**config.mk**
```make
export PLATFORM = sky130hd
export DESIGN_NAME = led_driver_serial_frame_sender_unit
export DESIGN_NICKNAME = d
export VERILOG_FILES = /design/src/design/ldss_pkg.sv /design/src/design/ldss_front.sv /design/src/design/ldss_fifo.sv /design/src/design/ldss_back.sv /design/src/design/led_driver_serial_frame_sender_unit.sv
export VERILOG_INCLUDE_DIRS = /design/src /design/src/design
export SDC_FILE = /design/constraint.sdc
export NUM_CORES = 1
export LEC_CHECK = 0
export BUFFER_PORTS_ARGS = -buffer_cell sky130_fd_sc_hd__buf_4
export CAP_MARGIN = 20
export CORE_ASPECT_RATIO = 0.6
export CORE_MARGIN = 3
export CORE_UTILIZATION = 35
export DETAILED_ROUTE_END_ITERATION = 10
export GPL_TIMING_DRIVEN = 0
export PLACE_DENSITY = 0.62
export SLEW_MARGIN = 10
export SYNTH_ARGS = -nofsm -noshare
export SYNTH_HDL_FRONTEND = slang
export SYNTH_SLANG_ARGS = --single-unit
```
**constraint.sdc**
```tcl
create_clock -name clk -period 3.4 [get_ports clk]
set_input_delay 0.68 -clock clk [delete_from_list [all_inputs] [get_ports clk]]
set_output_delay 0.68 -clock clk [all_outputs]
set_load 0.1 [all_outputs]
```
**src/design/assert_macros.svh**
```systemverilog
// Assertion helpers shared by the RTL modules.
`ifndef ASSERT_MACROS_SVH
`define ASSERT_MACROS_SVH

// Check that a condition holds at every clock edge outside reset.
`define ASSERT_ALWAYS(lbl, clk, rst_n, cond, msg) \
  lbl: assert property (@(posedge clk) disable iff (!rst_n) (cond)) else $error(msg);

// Check that a consequent holds in the same cycle as its antecedent.
`define ASSERT_IMPLIES(lbl, clk, rst_n, ante, cons, msg) \
  lbl: assert property (@(posedge clk) disable iff (!rst_n) (ante) |-> (cons)) else $error(msg);

`endif

```
**src/design/ldss_pkg.sv**
```systemverilog
`default_nettype none
package ldss_pkg;

  // Result kinds on the line
  localparam logic [1:0] KIND_DATA    = 2'd0;
  localparam logic [1:0] KIND_LATCH   = 2'd1;
  localparam logic [1:0] KIND_RELEASE = 2'd2;

  // Latch pulse count limits and reset value
  localparam logic [4:0] LATCH_MIN   = 5'd8;
  localparam logic [4:0] LATCH_MAX   = 5'd16;
  localparam logic [4:0] LATCH_RESET = 5'd16;

  // Byte counter width
  localparam int unsigned CNT_W = 5;

  // Queue between front and back
  localparam int unsigned Q_DEPTH = 2;

  // Register index of latch_pulses
  localparam logic REG_LATCH = 1'b0;

  // One queued byte with its frame-end mark
  typedef struct packed {
    logic       frame_end;
    logic [7:0] level;
  } q_item_t;

endpackage
`default_nettype wire

```
**src/design/ldss_front.sv**
```systemverilog
`default_nettype none
module ldss_front #(
  parameter int unsigned LED_COUNT = 24
) (
  input  wire logic             clk,
  input  wire logic             rst_n,
  input  wire logic             in_valid,
  output      logic             in_ready,
  input  wire logic [7:0]       in_level,
  input  wire logic             q_full,
  output      logic             q_push,
  output      ldss_pkg::q_item_t q_wdata
);

  logic [ldss_pkg::CNT_W-1:0] byte_count_r;
  logic [ldss_pkg::CNT_W-1:0] byte_count_nxt;
  logic [ldss_pkg::CNT_W:0]   count_inc;
  logic                       frame_end;

  // Accept whenever the queue has room
  assign in_ready = !q_full;
  assign q_push   = in_valid && !q_full;

  // Mark the frame's last byte, also when the counter has run past the end
  assign count_inc = {1'b0, byte_count_r} + {{ldss_pkg::CNT_W{1'b0}}, 1'b1};
  assign frame_end = count_inc >= (ldss_pkg::CNT_W + 1)'(LED_COUNT);

  assign q_wdata.frame_end = frame_end;
  assign q_wdata.level     = in_level;

  // Advance the place in the frame on each accepted transaction
  always_comb begin
    byte_count_nxt = byte_count_r;
    if (q_push) begin
      byte_count_nxt = frame_end ? '0 : count_inc[ldss_pkg::CNT_W-1:0];
    end
  end

  always_ff @(posedge clk) begin
    if (!rst_n) begin
      byte_count_r <= '0;
    end else begin
      byte_count_r <= byte_count_nxt;
    end
  end

endmodule
`default_nettype wire

```
**src/design/ldss_fifo.sv**
```systemverilog
`default_nettype none
`include "assert_macros.svh"
module ldss_fifo (
  input  wire logic              clk,
  input  wire logic              rst_n,
  input  wire logic              push,
  input  wire ldss_pkg::q_item_t wdata,
  output      logic              full,
  input  wire logic              pop,
  output      logic              valid,
  output      ldss_pkg::q_item_t rdata
);

  localparam int unsigned PTR_W = $clog2(ldss_pkg::Q_DEPTH);
  localparam int unsigned CNT_W = $clog2(ldss_pkg::Q_DEPTH + 1);

  ldss_pkg::q_item_t mem_r [ldss_pkg::Q_DEPTH];
  logic [PTR_W-1:0]  wr_ptr_r, wr_ptr_nxt;
  logic [PTR_W-1:0]  rd_ptr_r, rd_ptr_nxt;
  logic [CNT_W-1:0]  count_r, count_nxt;

  assign full  = count_r == CNT_W'(ldss_pkg::Q_DEPTH);
  assign valid = count_r != '0;
  assign rdata = mem_r[rd_ptr_r];

  // Wrap pointers at the queue depth
  always_comb begin
    wr_ptr_nxt = wr_ptr_r;
    rd_ptr_nxt = rd_ptr_r;
    count_nxt  = count_r;
    if (push) begin
      wr_ptr_nxt = (wr_ptr_r == PTR_W'(ldss_pkg::Q_DEPTH - 1)) ? '0 : wr_ptr_r + 1'b1;
    end
    if (pop) begin
      rd_ptr_nxt = (rd_ptr_r == PTR_W'(ldss_pkg::Q_DEPTH - 1)) ? '0 : rd_ptr_r + 1'b1;
    end
    if (push && !pop) begin
      count_nxt = count_r + 1'b1;
    end else if (pop && !push) begin
      count_nxt = count_r - 1'b1;
    end
  end

  // Store entries
  always_ff @(posedge clk) begin
    if (push) begin
      mem_r[wr_ptr_r] <= wdata;
    end
  end

  always_ff @(posedge clk) begin
    if (!rst_n) begin
      wr_ptr_r <= '0;
      rd_ptr_r <= '0;
      count_r  <= '0;
    end else begin
      wr_ptr_r <= wr_ptr_nxt;
      rd_ptr_r <= rd_ptr_nxt;
      count_r  <= count_nxt;
    end
  end

  `ASSERT_IMPLIES(a_no_underflow, clk, rst_n, pop, count_r != '0, "pop from empty queue")
  `ASSERT_IMPLIES(a_no_overflow, clk, rst_n, push, !full, "push into full queue")

endmodule
`default_nettype wire

```
**src/design/ldss_back.sv**
```systemverilog
`default_nettype none
`include "assert_macros.svh"
module ldss_back (
  input  wire logic              clk,
  input  wire logic              rst_n,
  input  wire logic [3:0]        latch_last,
  input  wire logic              q_valid,
  input  wire ldss_pkg::q_item_t q_rdata,
  output      logic              q_pop,
  output      logic              out_valid,
  input  wire logic              out_ready,
  output      logic [1:0]        out_kind,
  output      logic              out_data_bit,
  output      logic              out_last
);

  typedef enum logic [4:0] {
    S_IDLE  = 5'b00001,
    S_DATA  = 5'b00010,
    S_TRAIL = 5'b00100,
    S_LATCH = 5'b01000,
    S_REL   = 5'b10000
  } state_t;

  state_t     state_r, state_nxt;
  logic [7:0] shift_r, shift_nxt;
  logic [3:0] cnt_r, cnt_nxt;
  logic       fend_r, fend_nxt;
  logic       out_valid_r, out_valid_nxt;
  logic [1:0] out_kind_r, out_kind_nxt;
  logic       out_bit_r, out_bit_nxt;
  logic       out_last_r, out_last_nxt;
  logic       adv;
  logic       done;

  // Output register moves when empty or taken
  assign adv = !out_valid_r || out_ready;

  assign out_valid    = out_valid_r;
  assign out_kind     = out_kind_r;
  assign out_data_bit = out_bit_r;
  assign out_last     = out_last_r;

  // Current item finishes this cycle and the next byte may load
  always_comb begin
    case (state_r)
      S_IDLE:  done = 1'b1;
      S_DATA:  done = (cnt_r == 4'd7) && !fend_r;
      S_REL:   done = 1'b1;
      default: done = 1'b0;
    endcase
  end

  assign q_pop = adv && done && q_valid;

  // Emit one pulse per cycle while the output register can advance, and step through the trailer
  always_comb begin
    state_nxt     = state_r;
    shift_nxt     = shift_r;
    cnt_nxt       = cnt_r;
    fend_nxt      = fend_r;
    out_valid_nxt = out_valid_r;
    out_kind_nxt  = out_kind_r;
    out_bit_nxt   = out_bit_r;
    out_last_nxt  = out_last_r;
    if (adv) begin
      out_valid_nxt = state_r != S_IDLE;
      out_bit_nxt   = 1'b0;
      out_last_nxt  = 1'b0;
      out_kind_nxt  = ldss_pkg::KIND_DATA;
      case (state_r)
        S_DATA: begin
          out_bit_nxt  = shift_r[7];
          out_last_nxt = (cnt_r == 4'd7) && !fend_r;
          shift_nxt    = {shift_r[6:0], 1'b0};
          cnt_nxt      = cnt_r + 1'b1;
          if (cnt_r == 4'd7) begin
            cnt_nxt   = '0;
            state_nxt = fend_r ? S_TRAIL : S_IDLE;
          end
        end
        S_TRAIL: begin
          cnt_nxt = cnt_r + 1'b1;
          if (cnt_r == 4'd7) begin
            cnt_nxt   = '0;
            state_nxt = S_LATCH;
          end
        end
        S_LATCH: begin
          out_kind_nxt = ldss_pkg::KIND_LATCH;
          cnt_nxt      = cnt_r + 1'b1;
          if (cnt_r == latch_last) begin
            cnt_nxt   = '0;
            state_nxt = S_REL;
          end
        end
        S_REL: begin
          out_kind_nxt = ldss_pkg::KIND_RELEASE;
          out_last_nxt = 1'b1;
          state_nxt    = S_IDLE;
        end
        default: begin
          state_nxt = S_IDLE;
        end
      endcase
      // Load the next byte behind the one finishing
      if (q_pop) begin
        shift_nxt = q_rdata.level;
        fend_nxt  = q_rdata.frame_end;
        cnt_nxt   = '0;
        state_nxt = S_DATA;
      end
    end
  end

  always_ff @(posedge clk) begin
    shift_r    <= shift_nxt;
    cnt_r      <= cnt_nxt;
    fend_r     <= fend_nxt;
    out_kind_r <= out_kind_nxt;
    out_bit_r  <= out_bit_nxt;
    out_last_r <= out_last_nxt;
  end

  always_ff @(posedge clk) begin
    if (!rst_n) begin
      state_r     <= S_IDLE;
      out_valid_r <= 1'b0;
    end else begin
      state_r     <= state_nxt;
      out_valid_r <= out_valid_nxt;
    end
  end

  `ASSERT_IMPLIES(a_release_is_last, clk, rst_n,
    out_valid_r && (out_kind_r == ldss_pkg::KIND_RELEASE), out_last_r,
    "clock release without last mark")
  `ASSERT_IMPLIES(a_latch_count, clk, rst_n, state_r == S_LATCH, cnt_r <= latch_last,
    "latch counter ran past its limit")

endmodule
`default_nettype wire

```
**src/design/led_driver_serial_frame_sender_unit.sv**
```systemverilog
`default_nettype none
// An accepted byte passes through the queue and the serializer to the output register.
// The serializer sends one pulse per cycle while out_tready takes them; a frame's
// last byte adds a zero trailer, latch_pulses (clamped to 8..16) latch pulses and a release.
// A two-entry queue lets bytes be accepted while the serializer is busy.
// Reset: synchronous active-low rst_n clears frame counter, queue and serializer;
// latch_pulses returns to 16.
module led_driver_serial_frame_sender_unit #(
  parameter int unsigned LED_COUNT = 24
) (
  input  wire logic        clk,
  input  wire logic        rst_n,
  // in_tdata: [7:0] level
  input  wire logic        in_tvalid,
  output      logic        in_tready,
  input  wire logic [7:0]  in_tdata,
  // out_tdata: [0] data_bit, [7:1] zero
  output      logic        out_tvalid,
  input  wire logic        out_tready,
  output      logic [7:0]  out_tdata,
  // out_tuser: [1:0] kind
  output      logic [1:0]  out_tuser,
  output      logic        out_tlast,
  input  wire logic        cfg_psel,
  input  wire logic        cfg_penable,
  input  wire logic        cfg_pwrite,
  input  wire logic [2:0]  cfg_paddr,
  input  wire logic [31:0] cfg_pwdata,
  output      logic [31:0] cfg_prdata,
  output      logic        cfg_pready
);

  logic [4:0]        latch_r, latch_nxt;
  logic [4:0]        latch_n;
  logic [3:0]        latch_last;
  logic              q_full, q_push, q_valid, q_pop;
  ldss_pkg::q_item_t q_wdata, q_rdata;
  logic              data_bit;

  // Configuration register access
  assign cfg_pready = 1'b1;
  assign cfg_prdata = (cfg_paddr[2] == ldss_pkg::REG_LATCH) ? {27'd0, latch_r} : 32'd0;

  always_comb begin
    latch_nxt = latch_r;
    if (cfg_psel && cfg_penable && cfg_pwrite && (cfg_paddr[2] == ldss_pkg::REG_LATCH)) begin
      latch_nxt = cfg_pwdata[4:0];
    end
  end

  always_ff @(posedge clk) begin
    if (!rst_n) begin
      latch_r <= ldss_pkg::LATCH_RESET;
    end else begin
      latch_r <= latch_nxt;
    end
  end

  // Clamp the latch pulse count and give the back part its final index
  always_comb begin
    if (latch_r > ldss_pkg::LATCH_MAX) begin
      latch_n = ldss_pkg::LATCH_MAX;
    end else if (latch_r < ldss_pkg::LATCH_MIN) begin
      latch_n = ldss_pkg::LATCH_MIN;
    end else begin
      latch_n = latch_r;
    end
  end

  assign latch_last = 4'(latch_n - 5'd1);

  ldss_front #(
    .LED_COUNT(LED_COUNT)
  ) u_front (
    .clk      (clk),
    .rst_n    (rst_n),
    .in_valid (in_tvalid),
    .in_ready (in_tready),
    .in_level (in_tdata),
    .q_full   (q_full),
    .q_push   (q_push),
    .q_wdata  (q_wdata)
  );

  ldss_fifo u_fifo (
    .clk   (clk),
    .rst_n (rst_n),
    .push  (q_push),
    .wdata (q_wdata),
    .full  (q_full),
    .pop   (q_pop),
    .valid (q_valid),
    .rdata (q_rdata)
  );

  ldss_back u_back (
    .clk          (clk),
    .rst_n        (rst_n),
    .latch_last   (latch_last),
    .q_valid      (q_valid),
    .q_rdata      (q_rdata),
    .q_pop        (q_pop),
    .out_valid    (out_tvalid),
    .out_ready    (out_tready),
    .out_kind     (out_tuser),
    .out_data_bit (data_bit),
    .out_last     (out_tlast)
  );

  assign out_tdata = {7'd0, data_bit};

endmodule
`default_nettype wire
```
**Word-level counts from Yosys, hierarchy flattened**

Memory sizes are Yosys's and may differ from the RTL's. A register that Yosys moved wholly into a read port is not among the register bits.
Index checks and enable logic that the tools add are counted.

- Flip-flop bits (word level): 37
- Memory bits (writable): 18
- Bits of input ports: 50
- Output and inout bits: 46
- Word-level logic and storage cells: 88
- Memories kept: 1

Memory list:

| memory | depth | width | read ports | clocked after Yosys merged registers in | wr ports | line | text |
|---|---|---|---|---|---|---|---|
| u_fifo.mem_r | 2 | 9 | 1 | 1 | 1 | ldss_fifo.sv:17 | `ldss_pkg::q_item_t mem_r [ldss_pkg::Q_DEPTH];` |

- $add $sub $neg: 7
- Order comparisons: 3
- Equal/unequal tests: 12
- Multiplexer cells: 26
- Bitwise gates (word level): 1
- Reductions and logical operators: 25

Operator list:

| cell | count |
|---|---|
| 2-to-1 mux 5 bit | 6 |
| 2-to-1 mux 4 bit | 4 |
| 2-to-1 mux 8 bit | 2 |
| one-hot mux 5 bit (3 select lines) | 1 |
| logical AND 1 bit | 9 |
| inequality test 3 x 2 -> 1 bit, second input constant | 3 |
| one-hot mux 4 bit (2 select lines) | 1 |
| adder 5 x 1 -> 6 bit, second input constant | 1 |
| greater-or-equal comparator 6 x 5 -> 1 bit, second input constant | 1 |
| 2-to-1 mux 1 bit | 6 |
| AND reduction 2 bit | 3 |
| nonzero test 2 bit | 3 |
| == test 5 x 1 -> 1 bit, second input constant | 1 |
| == test 5 x 2 -> 1 bit, second input constant | 1 |
| == test 5 x 3 -> 1 bit, second input constant | 1 |
| == test 5 x 4 -> 1 bit, second input constant | 1 |
| == test 5 bit, second input constant | 1 |
| greater-than comparator 5 bit, second input constant | 1 |
| zero test 1 bit | 5 |
| less-than comparator 5 x 4 -> 1 bit, second input constant | 1 |
| inequality test 5 x 1 -> 1 bit, second input constant | 1 |
| adder 4 x 1 -> 4 bit, second input constant | 1 |
| == test 4 x 3 -> 1 bit, second input constant | 1 |
| == test 4 bit | 1 |
| other kinds (14) | 18 |

**Longest topological paths before layout**

Gate-level depths: netlist (run 1).

- Depth after elaboration: 8
- Depth in mapped cells: 10
- Gate-level depth less buffers: 9

**Modules after synthesis**

From an unflattened synthesis (run 1), not the netlist that was laid out.

- Cell total of the unflattened synthesis: 279
- Area total of the unflattened synthesis: 3114.2 µm²

Modules (own cells, without submodules):

| module | times used | cells an instance | area each (µm²) | sequential area each (µm²) |
|---|---|---|---|---|
| ldss_back | 1 | 101 | 1216.2 | 630.6 |
| ldss_fifo | 1 | 50 | 868.3 | 640.6 |
| led_driver_serial_frame_sender_unit | 1 | 75 | 599.3 | 100.1 |
| ldss_front | 1 | 53 | 430.4 | 100.1 |

**Least setup slack after synthesis (run 1)**

No wires, ideal clock.

- Kind: input port to output port
- From: input port cfg_paddr[2]
- To: output port cfg_prdata[0]
- Arrival: 2.015 ns
- Required time: 2.720 ns
- Path slack: 0.705 ns
- Cell stages on the path: 1
- Cells stage by stage: nor2b_1

- Longest elaborated chain between the ends: 1

Ends and longest elaborated chain:

| what | line | text |
|---|---|---|
| from (decl) | led_driver_serial_frame_sender_unit.sv:27 | `input wire logic [2:0] cfg_paddr,` |
| 2-to-1 mux 5 bit | led_driver_serial_frame_sender_unit.sv:42 | `assign cfg_prdata = (cfg_paddr[2] == ldss_pkg::REG_LATCH) ? {27'd0, latch_r} : 32'd0;` |
| to (decl) | led_driver_serial_frame_sender_unit.sv:29 | `output logic [31:0] cfg_prdata,` |

No other way between the ends.

**Worst setup path in the final report (run 1)**

- From: register u_back.state_r[2]
- To: register u_fifo.count_r[1]

- Longest elaborated chain between the ends: 8

Ends and longest elaborated chain:

| what | line | text |
|---|---|---|
| from (decl) | ldss_back.sv:25 | `state_t state_r, state_nxt;` |
| from (signal assigned) | ldss_back.sv:130 | `state_r <= state_nxt;` |
| == test 5 x 1 -> 1 bit or == test 5 bit (tied branches) | ldss_back.sv:46 | `case (state_r)` |
| OR reduction 2 bit (no line) | - |  |
| one-hot mux 1 bit (2 select lines) (*) | ldss_back.sv:46 |  |
| logical AND 1 bit (*) (2 in series) | ldss_back.sv:54 | `assign q_pop = adv && done && q_valid;` |
| zero test 1 bit | ldss_fifo.sv:37 | `if (push && !pop) begin` |
| logical AND 1 bit | ldss_fifo.sv:37 |  |
| 2-to-1 mux 2 bit or nonzero test 2 bit (tied branches) | - |  |
| to (signal assigned) | ldss_fifo.sv:59 | `count_r <= count_nxt;` |
| to (decl) | ldss_fifo.sv:20 | `logic [CNT_W-1:0] count_r, count_nxt;` |

Mark *: on every way between the ends. The rest lies on a longest branch, timed or not.
A chain may end at the register's enable or synchronous reset.

==> results of run 1 <==
## final timing paths
kind                                                       end  slack (ns)
worst max-delay path            u_fifo.count_r[1]$_SDFFE_PN0P_        0.68
worst max register to register  u_fifo.count_r[1]$_SDFFE_PN0P_        0.68
worst min register to register  u_fifo.count_r[1]$_SDFFE_PN0P_        0.54
worst min-delay path            u_fifo.count_r[1]$_SDFFE_PN0P_        0.54
## flip-flops by register name (all words and copies together), names as in the netlist, named ones only
| register | cells |
|---|---|
| u_fifo.mem_r | 18 |
| u_back.shift_r | 8 |
| latch_r | 5 |
| u_back.state_r | 5 |
| u_front.byte_count_r | 5 |
| u_back.cnt_r | 4 |
| u_back.out_kind | 2 |
| u_fifo.count_r | 2 |
| u_back.fend_r | 1 |
| u_back.out_data_bit | 1 |
| u_back.out_last | 1 |
| u_back.out_valid | 1 |
| u_fifo.rd_ptr_r | 1 |
| u_fifo.wr_ptr_r | 1 |
## placed cells by master, fill, tap and decap left out, types with 2 or more instances in the layout
cell type                    n
sky130_fd_sc_hd__buf_4      67
sky130_fd_sc_hd__conb_1     35
sky130_fd_sc_hd__edfxtp_1   35
sky130_fd_sc_hd__dfxtp_1    21
sky130_fd_sc_hd__nor2_1     19
sky130_fd_sc_hd__nand2_1    16
sky130_fd_sc_hd__mux2i_1    14
sky130_fd_sc_hd__nor2b_1    11
sky130_fd_sc_hd__o21ai_0     9
sky130_fd_sc_hd__a21oi_2     8
sky130_fd_sc_hd__a21oi_1     7
sky130_fd_sc_hd__nand3_1     6
sky130_fd_sc_hd__a21boi_0    6
sky130_fd_sc_hd__xnor2_1     6
sky130_fd_sc_hd__inv_1       5
sky130_fd_sc_hd__nand2b_1    5
sky130_fd_sc_hd__clkbuf_1    5
sky130_fd_sc_hd__xor2_1      5
sky130_fd_sc_hd__and2_1      5
sky130_fd_sc_hd__ha_1        5
sky130_fd_sc_hd__clkbuf_16   5
sky130_fd_sc_hd__nand3b_1    4
sky130_fd_sc_hd__nand4_1     4
sky130_fd_sc_hd__buf_6       3
sky130_fd_sc_hd__nor2_2      2
sky130_fd_sc_hd__and3_1      2
sky130_fd_sc_hd__a21o_1      2
sky130_fd_sc_hd__or3_1       2
sky130_fd_sc_hd__o21a_1      2
sky130_fd_sc_hd__bufinv_16   2
## power breakdown
group          leakage [uW]  switching, uW  total [uW]  internal (uW)
clock network     0.0000944            233         658            424
logic              0.000915            799        1190            388
registers          0.000511            101        1070            972
total               0.00152           1130        2920           1780
## area by class of cell
cell class,count,area share
inverters,6,0.00628
repair buffers,31,0.0649
multi-input cells,192,0.336
clock inverters,3,0.0192
clock buffers,5,0.0349
plain buffers,44,0.0901
flip-flops and latches,56,0.411
well taps,108,0.0377
## metal layers
layer | part of all wire | vias to the layer above
li1 | - | 1005
met1 | 0.52 | 870
met2 | 0.39 | 53
met3 | 0.077 | 4
met4 | 0.012 | 0
met5 | 0 | -
## worst min-delay path, stage by stage (launching register included)
cell and delay (ns):
sky130_fd_sc_hd__dfxtp_1 0.34, sky130_fd_sc_hd__o21ai_0 0.07, sky130_fd_sc_hd__a21boi_0 0.07
## metrics by stage
| stage | hold WS [ns] | std cells | power (uW) |
|---|---|---|---|
| 6_report | 0.538 | 445 | 2920 |
| 3_5_place_dp | 0.511 | 437 | 2280 |
| 3_3_place_gp | 0.494 | 437 | 2260 |
| 4_1_cts | 0.532 | 445 | 2940 |
| 2_1_floorplan | 0.472 | 298 | 2050 |
| 5_1_grt | 0.548 | 445 | 3100 |
## synthesized netlist by cell type (all sizes together)
master    n  area, um2
buf      39        304
edfxtp   35       1050
dfxtp    21        420
nor2     21       83.8
nand2    16       60.1
a21oi    15        105
mux2i    14        140
nor2b    11       68.8
o21ai     9       45.0
a21boi    6       45.0
inv       6       22.5
nand3     6       30.0
xnor2     6       52.6
and2      5       31.3
clkbuf    5       18.8
ha        5       62.6
nand2b    5       31.3
xor2      5       43.8
nand3b    4       30.0
nand4     4       25.0
or3       3       23.8
a21o      2       15.0
a31oi     2       27.5
and3      2       12.5
conb      2       7.51
o21a      2       15.0
a2111oi   1       15.0
a211o     1       10.0
a211oi    1       7.51
and4b     1       10.0
mux2      1       11.3
nand4b    1       8.76
nor3      1       5.00
nor3b     1       7.51
nor4      1       6.26
o211ai    1       7.51
o31a      1       8.76
o31ai     1       7.51
o41ai     1       8.76
or4       1       11.3
## cells by family after synthesis
logic type      Yosys count
flops                    56
simple gates             83
fa+ha+maj                 5
compound gates           43
other cells               2
buf+inv                  50
xor+xnor                 11
mux                      15
==> impl_summary.md, run 1 <==
Setup path
By instance count, the cell type seen most on the critical path is sky130_fd_sc_hd__buf_6. Tracing the worst setup path back leads to its startpoint at u_back.state_r[2]$_SDFFE_PN0P_. The data arrival time of the critical path is 2.95 ns.

The largest stage delay on the critical path is about 0.51 ns. The critical path runs through a total of 9 cells. Traced cell by cell, the critical path runs through buf_6 > or3_4 > or4_4 > a31oi_4 > buf_6 > inv_2 > ha_1 > or3_1 > a21boi_0. The startpoint type of the worst setup path is a flop. STA classifies the critical path endpoint as a flop.

Along the worst path, the maximum fanout reaches 10. The cell at the slowest stage of the critical path is sky130_fd_sc_hd__or4_4. The worst setup path is of the reg -> reg kind.

Counting cells, the worst reg-to-reg path comes to 9. Counting both buffers and inverters, the worst setup path holds a total of 3. The worst path required time is between 3 and 4 ns.

The startpoint identified for the worst register-to-register timing path is u_back.state_r[2]$_SDFFE_PN0P_. On the critical path the largest part of the delay comes from simple AND/OR/NAND/NOR gates.

Clocking
The count of instances resized after the clock tree is built is 0. In this run the number of H-tree levels came out at 2. Clock-pin slew was measured on the worst setup and hold paths at ~0.07 ns. The root buffer cell chosen for the clock tree is sky130_fd_sc_hd__clkbuf_16.

The hold buffer count at CTS is 0. The clock latency on the worst-skew pair is about 0.30 ns. Clock tree synthesis inserted a total of 5 buffers. The buffer count from post-CTS setup fixing is 0. TritonCTS built the clock tree. The clock net sink count is 56. The largest buffer count on any clock path is 2.

Worst hold path
The startpoint identified for the worst hold timing path is u_fifo.count_r[1]$_SDFFE_PN0P_. The classification of the worst-slack hold path is reg -> reg. The cell count of the worst hold path is 2.

GRT
For this run, the total global-route usage over all layers was measured as 0.116. The layer with the highest usage is met1. The first global-routing pass estimated about 8.4 mm of wire. The global routing met1 resource utilization is 0.173. The number of antenna violations at the first check in global routing is 0.

Entering global routing, the biggest net connects 19 pins. The met3 demand-to-capacity share in global routing is 0.0423. The overflow left after global routing is 0. The number of global-route vias before repair is approximately 1.8k. The routing usage on met2 is 0.153.

Layout
The area added between synthesis and finish is 23.7%. The fraction of final layout cells sized beyond drive strength 1 is 0.282. The total area of sequential cells is between 1000 and 1500 um2. The final-stage net count is 391. The repair_antennas step left the layout with diodes totalling 0. The final standard cell area without fillers is 3580 um2. The area occupied by multi-input gates is between 1000 and 1500 um2. Counting the fill cells in the layout gives about 740. The utilization after layout is 0.451.

STA
In the final timing run, aggregate negative setup slack is 0 ns. The slew at the pin closest to its max-slew limit is ~0.85 ns. Setup repair after global routing left no endpoint under its margin. Setup violations remaining at the end of the flow were counted as 0. The time the worst path needs with I/O delays and setup is ~2.7 ns. The final-report hold violation count was 0. Setup slack on the critical path of the routed design comes to slightly below 0.7 ns. The worst slew margin relative to its limit is 0.435.

The setup clock skew after layout is between 0.008 and 0.009 ns. Dividing the final minimum period by the clock period gives 0.801. The final number of max-transition violations came to 0.

The peak clock frequency supported by timing is roughly 370 MHz.

Logic synthesis
Counting distinct cell types in the post-synthesis netlist gives 46. The combinational family with the most area after synthesis is simple AND/OR/NAND/NOR gates. The share of synthesized cell area in full adder, half adder and majority cells is 0.0216. Synthesis produced 265 cells. The multiplexer share of the synthesized area is 0.0522.

Of the total synthesized cell area, the portion taken by AND, OR, NAND and NOR gates is 0.154. Of the synthesized area, sequential elements account for 0.508. The complex-gate fraction of the synthesized area is 0.110. The xor/xnor cell area share of the yosys netlist is 0.0332. The flip-flop and latch count after synthesis is 56. Summing every instance area after synthesis gives a little under 3000 um2. The number of warning messages in the yosys log is 0. The average instance area after synthesis is between 10 and 15 um2.

Placement
The routability congestion estimate from global placement is approximately 0.9. The number of I/O port buffers is 31. The post-detailed-placement cell area is ~3400 um2. The detailed placement HPWL is 3.94 mm. The pre-CTS worst setup slack is about 0.61 ns.

Detailed routing
For this block, the initial DRC count from the detailed router was around 110. The count of vias placed by the detailed router is 1932. The length of the first detailed-routing pass in iterations is 4.

The residual DRC count is 0. The number of nets with antenna violations after routing is 0. In the routed layout, each cell is associated on average with a via count of approximately 4.3.

The total wirelength of the detailed-routed design is approximately 5.2 mm. After detailed routing, the average wire length per cell comes to approximately 12 um.

Floorplan
The die span in x is 123 um. The vertical extent of the die is ~76 um. In this run the count of I/O pins placed on the die edge is between 90 and 100. The effective utilization at floorplan is 0.365. The initialized floorplan defines 25 standard-cell rows. The standard cell core area is around 7900 um2. The floorplan step defined a die boundary enclosing between 9000 and 10000 um2.

Job
Max-cap violations in this run came to 0.

Power and ir drop
Summed over all cells, the static leakage comes to roughly 0.0015 uW. VDD sags by at most between 0.3 and 0.4 mV. Power spread over the standard cell area amounts to ~810 nW/um2.

Run status
The flow ran to the end, and the final reports show no timing, DRC or antenna violations.
No activity file was read; power rests on OpenSTA's default activity.
==> inputs of run 2 (changes only) <==
--- a/config.mk
+++ b/config.mk
@@ -6,6 +6,7 @@
 export SDC_FILE = /design/constraint.sdc
 export NUM_CORES = 1
 export LEC_CHECK = 0
+export ABC_AREA = 1
 export BUFFER_PORTS_ARGS = -buffer_cell sky130_fd_sc_hd__buf_4
 export CAP_MARGIN = 20
 export CORE_ASPECT_RATIO = 0.6
==> constraint.sdc (replaced) <==
create_clock -name clk -period 2.6 [get_ports clk]
set_input_delay 0.52 -clock clk [delete_from_list [all_inputs] [get_ports clk]]
set_output_delay 0.52 -clock clk [all_outputs]
set_load 0.1 [all_outputs]
==> run 2 against run 1 <==
Effect of this change:
- final area shrank 2.1%
- non-clock buffer count is 4 lower
- power is 29% higher
- utilization up 1.1 points
- setup slack lost 0.27 ns
- die area shrank 1.2%
- synthesized cell count is 22% higher
- combinational power is 39% higher
- wire length rose by 5.9%
- global-route usage rose by 1.1 points
- critical endpoint is now u_back.cnt_r[0]$_SDFFCE_PN0P_
==> impl_summary.md, run 2 <==
Run status
Outcome: complete, no violations (unchanged).

Power and ir drop
The logic gate share of total power is 0.438 (was 0.407). The maximum VDD drop is 0.402 mV (was 0.353 mV). The switching share of power is 0.432 (was 0.388). The proportion of power drawn by the clock network came to 0.188 (was 0.225).

The internal power is 2130 uW (was 1780 uW). The static leakage is 0.00162 uW (was 0.00152 uW). The net switching power figure is 1620 uW (was 1130 uW). The sequential share of power is 0.374 (was 0.368). The power density of the placed cells is 1070 nW/um2 (was 814 nW/um2).

GRT
The global-route usage over all layers is 0.126 (was 0.116). The overflow left after global routing came to 0 (unchanged). The wire length of the first global-routing pass is 9.22 mm (was 8.42 mm). The pin count of the biggest net entering global routing is 20 (was 19). The number of antenna violations at the first check in global routing is 0 (unchanged). The number of global-route vias before repair is 1927 (was 1766).

Setup path
The largest stage delay on the critical path was 0.42 ns (was 0.51 ns). The launch instance of the worst register-to-register path was latch_r[3]$_SDFFE_PN0P_ (was u_back.state_r[2]$_SDFFE_PN0P_). The worst path required time is 2.66 ns (was 3.62 ns). Crit-path cells: inv_1 > nand3_1 > nand2_1 > o211ai_1 > ha_1 > nand2_1 > inv_1 > nor2_1 > nand3_1 > nor2_2 > nand3_2 > nor2_1 > nor2_1 > nand2_1 > nor2_1 (was buf_6 > or3_4 > or4_4 > a31oi_4 > buf_6 > inv_2 > ha_1 > or3_1 > a21boi_0). The terminus of the critical flop-to-flop path is u_back.cnt_r[0]$_SDFFCE_PN0P_ (was u_fifo.count_r[1]$_SDFFE_PN0P_). The slack of the worst reg-to-reg path came to 0.40 ns (was 0.68 ns). The data arrival time of the critical path is 2.25 ns (was 2.95 ns).

The largest fanout of any net on the critical path came to 7 (was 10). The worst reg-to-reg path cell count came to 15 (was 9). The dominant cell type by count on the critical path is sky130_fd_sc_hd__nor2_1 (was sky130_fd_sc_hd__buf_6). The startpoint type of the worst setup path is a flop (unchanged).

The cell at the slowest stage of the critical path is sky130_fd_sc_hd__dfxtp_1 (was sky130_fd_sc_hd__or4_4). The type of the setup path with the least slack is reg -> reg (unchanged). The kind of end point of the critical path is a flop (unchanged).

Detailed routing
The initial detailed-routing violation count is 106 (was 114). The count of vias placed by the detailed router is 2150 (was 1932). The total wirelength of the detailed-routed design is 5.53 mm (was 5.22 mm).

The number of nets with antenna violations after routing came to 0 (unchanged). The post-detailed-route wirelength per cell came to 11.1 um (was 11.7 um). The length of the first detailed-routing pass in iterations came to 4 (unchanged).

The residual DRC count is 0 (unchanged). The average vias per placed instance is 4.31 (was 4.34).

Placement
The detailed placement HPWL is 4.21 mm (was 3.94 mm). The number of I/O port buffers is 31 (unchanged). The number of cells in the design after placement came to 491 (was 437). The routability congestion estimate from global placement is 0.846 (was 0.879).

Logic synthesis
The share of the synthesized area in the top cell type came to 0.367 (was 0.363). The share of flip-flops with an asynchronous set or reset after synthesis was 0 (unchanged). The largest area contributor in the synthesized netlist is sky130_fd_sc_hd__edfxtp_1 (unchanged). The number of library cell types mapped by synthesis is 32 (was 46). The commonest register cell after synthesis is sky130_fd_sc_hd__edfxtp_1 (unchanged).

The post-synthesis cell count is 322 (was 265). Top area cells in the synthesized netlist: sky130_fd_sc_hd__edfxtp_1 (37%), sky130_fd_sc_hd__dfxtp_1 (15%), sky130_fd_sc_hd__buf_4 (9.4%) (was sky130_fd_sc_hd__edfxtp_1 (36%), sky130_fd_sc_hd__dfxtp_1 (15%), sky130_fd_sc_hd__buf_4 (9.3%)). Most common library cells after synthesis: sky130_fd_sc_hd__nand2_1 (64), sky130_fd_sc_hd__nor2_1 (40), sky130_fd_sc_hd__buf_4 (36), sky130_fd_sc_hd__edfxtp_1 (35), sky130_fd_sc_hd__inv_1 (28) (was sky130_fd_sc_hd__buf_4 (36), sky130_fd_sc_hd__edfxtp_1 (35), sky130_fd_sc_hd__dfxtp_1 (21), sky130_fd_sc_hd__nor2_1 (19), sky130_fd_sc_hd__nand2_1 (16)). The most numerous cell in the Yosys netlist was sky130_fd_sc_hd__nand2_1 (was sky130_fd_sc_hd__buf_4). The synthesized area is 2860 um2 (was 2900 um2). The number of warning messages in the yosys log is 0 (unchanged). The flip-flop and latch count after synthesis is 56 (unchanged). The average instance area after synthesis is 8.89 um2 (was 10.9 um2). The register area share after synthesis came to 0.514 (was 0.508). The number of synthesized flops with an enable pin is 35 (unchanged).

STA
The worst slew margin relative to its limit is 0.415 (was 0.435). The fraction of the cycle the final worst path needs is 0.845 (was 0.801). The final number of max-transition violations is 0 (unchanged). The total negative setup slack is 0 ns (unchanged). The slew at the pin closest to its max-slew limit was 0.875 ns (was 0.845 ns). Unrepaired setup endpoints after global routing: false (unchanged). The setup clock skew after layout is 0.00574 ns (was 0.00842 ns).

The final-report hold violation count is 0 (unchanged). The peak clock frequency supported by timing came to 455 MHz (was 367 MHz). The number of setup violations in the final report is 0 (unchanged). The time the worst path needs with I/O delays and setup is 2.20 ns (was 2.72 ns).

Floorplan
The placement row count came to 24 (was 25). The vertical extent of the die is 76.0 um (was 76.5 um). The number of ports placed on the die boundary came to 96 (unchanged). The standard cell core area was 7600 um2 (was 7950 um2). The die footprint is 9330 um2 (was 9440 um2). The effective utilization at floorplan came to 0.377 (was 0.365). The die span in x is 123 um (about the same).

Layout
The number of standard cells in the layout, taps in and fillers out is 499 (was 445). The fraction of final layout cells sized beyond drive strength 1 is 0.246 (was 0.282). The final-stage net count came to 449 (was 391).

The flip-flop count of the largest register, all copies and words added is 18 (unchanged). Registers with the highest flip-flop counts: u_fifo.mem_r x18, u_back.shift_r x8 (unchanged). The top register by number of flip-flops is u_fifo.mem_r (unchanged). The most common library cell in the layout ignoring fill and taps is sky130_fd_sc_hd__buf_4 (unchanged). The area added between synthesis and finish was 22.6% (was 23.7%). The antenna diode instance count is 0 (unchanged).

Most frequent cells in the layout: sky130_fd_sc_hd__buf_4 (68), sky130_fd_sc_hd__nand2_1 (64), sky130_fd_sc_hd__nor2_1 (40) (was sky130_fd_sc_hd__buf_4 (67), sky130_fd_sc_hd__conb_1 (35), sky130_fd_sc_hd__edfxtp_1 (35)).

Job
The max capacitance violation total is 0 (unchanged).

Clocking
The number of H-tree levels is 2 (unchanged). The clock-pin slew on the worst setup and hold paths was 0.08 ns (was 0.07 ns). The buffer count from post-CTS setup fixing is 0 (unchanged). The count of instances resized after the clock tree is built is 0 (unchanged).

The clock latency on the worst-skew pair was 0.30 ns (about the same). The clock net sink count is 56 (unchanged). The clock tree from TritonCTS was built (unchanged). The number of buffers inserted during clock tree synthesis came to 5 (unchanged). The largest buffer count on any clock path came to 2 (unchanged).

The hold buffer count at CTS is 0 (unchanged). The CTS root buffer is sky130_fd_sc_hd__clkbuf_16 (unchanged).

Worst hold path
The launch instance of the worst min-delay path is in_tdata[1] (was u_fifo.count_r[1]$_SDFFE_PN0P_). The classification of the worst-slack hold path is in -> reg (was reg -> reg). The endpoint of the worst hold path is u_fifo.mem_r[0][1]$_DFFE_PP_ (was u_fifo.count_r[1]$_SDFFE_PN0P_). The cell count of the worst hold path came to 1 (was 2).
## run 2: cell count changes after synthesis, moves of 4 or more
cell,delta
sky130_fd_sc_hd__nor2_1,+21
sky130_fd_sc_hd__a21boi_0,-6
sky130_fd_sc_hd__and2_1,-5
sky130_fd_sc_hd__nand3_1,+7
sky130_fd_sc_hd__nand2_2,+5
sky130_fd_sc_hd__nand2_1,+48
sky130_fd_sc_hd__a21oi_2,-8
sky130_fd_sc_hd__mux2i_1,-14
sky130_fd_sc_hd__a21oi_1,+11
sky130_fd_sc_hd__a31oi_1,+5
sky130_fd_sc_hd__inv_1,+23
sky130_fd_sc_hd__xnor2_1,-4
sky130_fd_sc_hd__nor2b_1,-11
sky130_fd_sc_hd__nand2b_1,-5
## run 2: final cells by class
| cell class | instances | area [um2] |
|---|---|---|
| plain buffers | 39 | 298 |
| clock buffers | 5 | 125 |
| clock inverters | 3 | 27.5 |
| fillers | 738 | 4090 |
| inverters | 35 | 140 |
| multi-input cells | 225 | 1080 |
| flip-flops and latches | 56 | 1470 |
| well taps | 104 | 130 |
| repair buffers | 32 | 240 |
## run 2: kinds of logic (layout without fill, tap and decap cells)
group	Yosys count	count (layout)	share of synthesized area
AO/OA/AOI/OAI	41	41	0.0796
other	2	35	0.00262
adder cells (fa/ha/maj)	5	5	0.0219
flip-flops	56	56	0.514
buffers and inverters	74	114	0.153
XOR/XNOR	5	5	0.0153
AND/OR/NAND/NOR	139	139	0.213
## run 2: how the worst max path moves through the flow
stage / from / end / slack (ns) / cells past startpoint
5_1_grt: u_back.cnt_r[0]$_SDFFCE_PN0P_ / u_fifo.count_r[1]$_SDFFE_PN0P_ / 0.14 / 11
6_report: latch_r[3]$_SDFFE_PN0P_ / u_back.cnt_r[0]$_SDFFCE_PN0P_ / 0.40 / 15
3_5_place_dp: latch_r[3]$_SDFFE_PN0P_ / u_back.cnt_r[0]$_SDFFCE_PN0P_ / 0.41 / 15
3_3_place_gp: out_tready / u_back.shift_r[0]$_SDFFCE_PP0P_ / 0.35 / 5
2_1_floorplan: u_fifo.count_r[0]$_SDFFE_PN0P_ / u_fifo.count_r[1]$_SDFFE_PN0P_ / 0.30 / 9
4_1_cts: latch_r[3]$_SDFFE_PN0P_ / u_back.cnt_r[0]$_SDFFCE_PN0P_ / 0.40 / 15
## run 2: critical path: cells and delay by family, from the launching register on
kind / cells / cell delay (ns)
AOI/OAI and AO/OA: 1 / 0.08
buffers and inverters: 2 / 0.14
DFF: 1 / 0.42
and+or+nand+nor: 11 / 1.02
adders and majority gates: 1 / 0.27
## run 2: stage by stage
| stage | instance area, um2 | setup slack [ns] | utilization | hold slack (ns) | total power [uW] |
|---|---|---|---|---|---|
| final | 3510 | 0.403 | 0.462 | 0.394 | 3760 |
| after global routing | 3510 | 0.143 | 0.462 | 0.386 | 4020 |
| after CTS | 3510 | 0.397 | 0.462 | 0.388 | 3780 |
| after detailed placement | 3360 | 0.408 | 0.442 | 0.460 | 3070 |
| after global placement | 3350 | 0.355 | 0.441 | 0.453 | 3020 |
| after floorplan | 2990 | 0.297 | - | 0.435 | 2730 |
## run 2: layer usage
metal / global-route usage / part of all wire
met5: 0 / 0
met4: 0.0469 / 0.015
met3: 0.0378 / 0.072
met2: 0.174 / 0.42
met1: 0.185 / 0.49
## run 2: power by group through the flow
stage                     sequential, uW  combinational, uW  clock [uW]
after floorplan                     1530               1200           0
after global placement              1420               1600           0
after detailed placement            1420               1640           0
after CTS                           1400               1650         725
after global routing                1430               1830         758
final                               1400               1650         706
==> inputs of run 3 (changes only) <==
--- a/config.mk
+++ b/config.mk
@@ -14,7 +14,7 @@
 export CORE_UTILIZATION = 35
 export DETAILED_ROUTE_END_ITERATION = 10
 export GPL_TIMING_DRIVEN = 0
-export PLACE_DENSITY = 0.62
+export PLACE_DENSITY = 0.64
 export SLEW_MARGIN = 10
 export SYNTH_ARGS = -nofsm -noshare
 export SYNTH_HDL_FRONTEND = slang
==> constraint.sdc (replaced) <==
create_clock -name clk -period 1.95 [get_ports clk]
set_input_delay 0.39 -clock clk [delete_from_list [all_inputs] [get_ports clk]]
set_output_delay 0.39 -clock clk [all_outputs]
set_load 0.1 [all_outputs]
==> run 3 against run 2 <==
Effect of this change:
- the flow now finishes with violations (setup timing)
- register-to-register slack worse by 0.50 ns
- via count down 0.88%
- sequential cell count unchanged
- critical path type unchanged
==> impl_summary.md, run 3 (synthesis results as in run 2) <==
Run status
Outcome: complete, but fails checks (was complete, no violations). The checks that failed: setup timing.

Detailed routing
The wire length on met1 was 2.92 mm (was 2.73 mm). The length of routed met3 wiring is 271 um (was 396 um). The highest routing layer actually used is met4 (unchanged).

The post-detailed-route wirelength per cell is 11.1 um (about the same). The routed wire length on met2 came to 2.42 mm (was 2.32 mm). The residual DRC count is 0 (unchanged).

The average vias per placed instance was 4.18 (was 4.31). The length of the first detailed-routing pass in iterations was 4 (unchanged). The number of nets with antenna violations after routing was 0 (unchanged). The total wirelength of the detailed-routed design is 5.66 mm (was 5.53 mm).

The count of vias placed by the detailed router came to 2131 (was 2150). The initial detailed-routing violation count was 85 (was 106).

Layout
The most common library cell in the layout ignoring fill and taps is sky130_fd_sc_hd__buf_4 (unchanged). The fraction of final layout cells sized beyond drive strength 1 came to 0.318 (was 0.246). The area added between synthesis and finish is 29.6% (was 22.6%). The top register by number of flip-flops was u_fifo.mem_r (unchanged).

The flip-flop count of the largest register, all copies and words added is 18 (unchanged). The final-stage net count came to 460 (was 449). Registers with the highest flip-flop counts: u_fifo.mem_r x18, u_back.shift_r x8 (unchanged).

The number of standard cells in the layout, taps in and fillers out is 510 (was 499). The antenna diode instance count is 0 (unchanged). Most frequent cells in the layout: sky130_fd_sc_hd__buf_4 (77), sky130_fd_sc_hd__nand2_1 (62), sky130_fd_sc_hd__conb_1 (35), sky130_fd_sc_hd__edfxtp_1 (35), sky130_fd_sc_hd__nor2_1 (33) (was sky130_fd_sc_hd__buf_4 (68), sky130_fd_sc_hd__nand2_1 (64), sky130_fd_sc_hd__nor2_1 (40)).

Power and ir drop
The final total power is 5370 uW (was 3760 uW). The maximum VDD drop came to 0.587 mV (was 0.402 mV). The power density of the placed cells is 1450 nW/um2 (was 1070 nW/um2). The static leakage is 0.00169 uW (was 0.00162 uW).

GRT
The wire length of the first global-routing pass is 9.48 mm (was 9.22 mm). The overflow left after global routing is 0 (unchanged). The pin count of the biggest net entering global routing came to 20 (unchanged). The number of antenna violations at the first check in global routing is 0 (unchanged).

The number of global-route vias before repair is 1974 (was 1927). The global-route usage over all layers is 0.127 (was 0.126).

Setup path
The largest fanout of any net on the critical path is 3 (was 7). The kind of end point of the critical path is a flop (unchanged). The worst path required time was 2.02 ns (was 2.66 ns). The worst reg-to-reg path cell count is 15 (unchanged). The type of the setup path with the least slack is reg -> reg (unchanged). The data arrival time of the critical path is 2.11 ns (was 2.25 ns). The startpoint type of the worst setup path is a flop (unchanged).

Floorplan
The placement row count is 24 (unchanged). The standard cell core area is 7600 um2 (unchanged). The effective utilization at floorplan is 0.377 (unchanged). The vertical extent of the die is 76.0 um (unchanged). The number of ports placed on the die boundary was 96 (unchanged).

The die span in x came to 123 um (unchanged). The die footprint is 9330 um2 (unchanged).

Clocking
The clock net sink count came to 56 (unchanged). The largest buffer count on any clock path is 2 (unchanged). The clock-pin slew on the worst setup and hold paths came to 0.07 ns (was 0.08 ns).

The clock tree from TritonCTS is built (unchanged). The number of H-tree levels is 2 (unchanged). The CTS root buffer was sky130_fd_sc_hd__clkbuf_16 (unchanged). The number of buffers inserted during clock tree synthesis is 5 (unchanged).

The clock latency on the worst-skew pair is 0.30 ns (about the same).

Placement
The number of I/O port buffers was 31 (unchanged). The pre-CTS worst setup slack is -0.252 ns (was 0.408 ns). The number of cells in the design after placement is 491 (unchanged).

The detailed placement HPWL is 4.21 mm (about the same). The routability congestion estimate from global placement is 0.817 (was 0.846).

STA
The fraction of the cycle the final worst path needs was 1.05 (was 0.845). The peak clock frequency supported by timing is 489 MHz (was 455 MHz). The slew at the pin closest to its max-slew limit is 0.879 ns (was 0.875 ns). Unrepaired setup endpoints after global routing: true (was false). The post-route worst hold slack came to 0.269 ns (was 0.394 ns).

The setup clock skew after layout is 0.00588 ns (was 0.00574 ns). The worst slew margin relative to its limit is 0.412 (was 0.415). The time the worst path needs with I/O delays and setup was 2.05 ns (was 2.20 ns). The total negative setup slack came to -0.318 ns (was 0 ns). The final number of max-transition violations is 0 (unchanged). The number of setup violations in the final report is 6 (was 0). The worst-case setup margin in the final layout is -0.0962 ns (was 0.403 ns).

The final-report hold violation count is 0 (unchanged).

Worst hold path
The cell count of the worst hold path is 1 (unchanged). The classification of the worst-slack hold path is in -> reg (unchanged).

Job
The max capacitance violation total is 0 (unchanged).
-- run 3: cell types whose count changed in the layout (fill, tap and decap cells not counted), moves of 3 or more --
cell and delta:
sky130_fd_sc_hd__buf_4 +9, sky130_fd_sc_hd__dfxtp_1 -5, sky130_fd_sc_hd__dfxtp_2 +3, sky130_fd_sc_hd__inv_1 -3
sky130_fd_sc_hd__inv_2 +3, sky130_fd_sc_hd__nor2_2 +5, sky130_fd_sc_hd__ha_1 -3, sky130_fd_sc_hd__nor2_1 -7
-- run 3: final cells by class --
class / instances / area (um2)
Buffer: 39 / 298
Clock inverter: 3 / 25.0
Multi-Input combinational cell: 225 / 1160
Fill cell: 714 / 3890
Tap cell: 104 / 130
Clock buffer: 5 / 125
Inverter: 35 / 140
Sequential cell: 56 / 1480
Timing Repair Buffer: 43 / 348
-- run 3: routing by layer --
metal  global-route usage  vias up
met5                    0        -
met4               0.0358        0
met3               0.0356        8
met2                0.184       41
met1                0.186      933
li1                     -     1149
-- run 3: path summary, 6_finish.rpt --
kind	start	endpoint	slack, ns
setup / recovery	latch_r[0]$_SDFFE_PN0P_	u_back.cnt_r[0]$_SDFFCE_PN0P_	-0.1
hold / removal	in_tdata[1]	u_fifo.mem_r[0][1]$_DFFE_PP_	0.27
setup reg to reg	latch_r[0]$_SDFFE_PN0P_	u_back.cnt_r[0]$_SDFFCE_PN0P_	-0.1
hold reg to reg	u_front.byte_count_r[2]$_SDFFE_PN0P_	u_front.byte_count_r[2]$_SDFFE_PN0P_	0.47
-- run 3: where the power goes --
group	leakage, uW	switching [uW]	internal, uW
clock network	0.0000708	446	486
registers	0.000512	170	1710
logic	0.00110	1670	883
total	0.00169	2290	3080
-- run 3: timing repair --
action	4_1_cts	5_1_grt
gates cloned	0	0
pin swaps	3	8
gates resized for setup	13	11
hold buffers	0	0
buffers inserted	5	6
setup endpoints to repair	19	19
-- run 3: critical path: stages (launching register included) --
cell	delay [ns]
sky130_fd_sc_hd__dfxtp_4	0.35
sky130_fd_sc_hd__nor2_1	0.09
sky130_fd_sc_hd__nand3_1	0.07
sky130_fd_sc_hd__nand2_1	0.07
sky130_fd_sc_hd__o211ai_1	0.09
sky130_fd_sc_hd__ha_2	0.29
sky130_fd_sc_hd__nand2_1	0.07
sky130_fd_sc_hd__inv_1	0.04
sky130_fd_sc_hd__nor2_1	0.08
sky130_fd_sc_hd__nand3_1	0.08
sky130_fd_sc_hd__nor2_2	0.14
sky130_fd_sc_hd__nand3_2	0.13
sky130_fd_sc_hd__nor2_4	0.13
sky130_fd_sc_hd__nor2_1	0.05
sky130_fd_sc_hd__nand2_1	0.08
sky130_fd_sc_hd__nor2_1	0.05
-- run 3: metrics by stage --
| step | utilization | instance area (um2) |
|---|---|---|
| after floorplan | - | 3000 |
| after global placement | 0.443 | 3360 |
| after detailed placement | 0.444 | 3370 |
| after CTS | 0.476 | 3620 |
| after global routing | 0.488 | 3710 |
| final | 0.488 | 3710 |
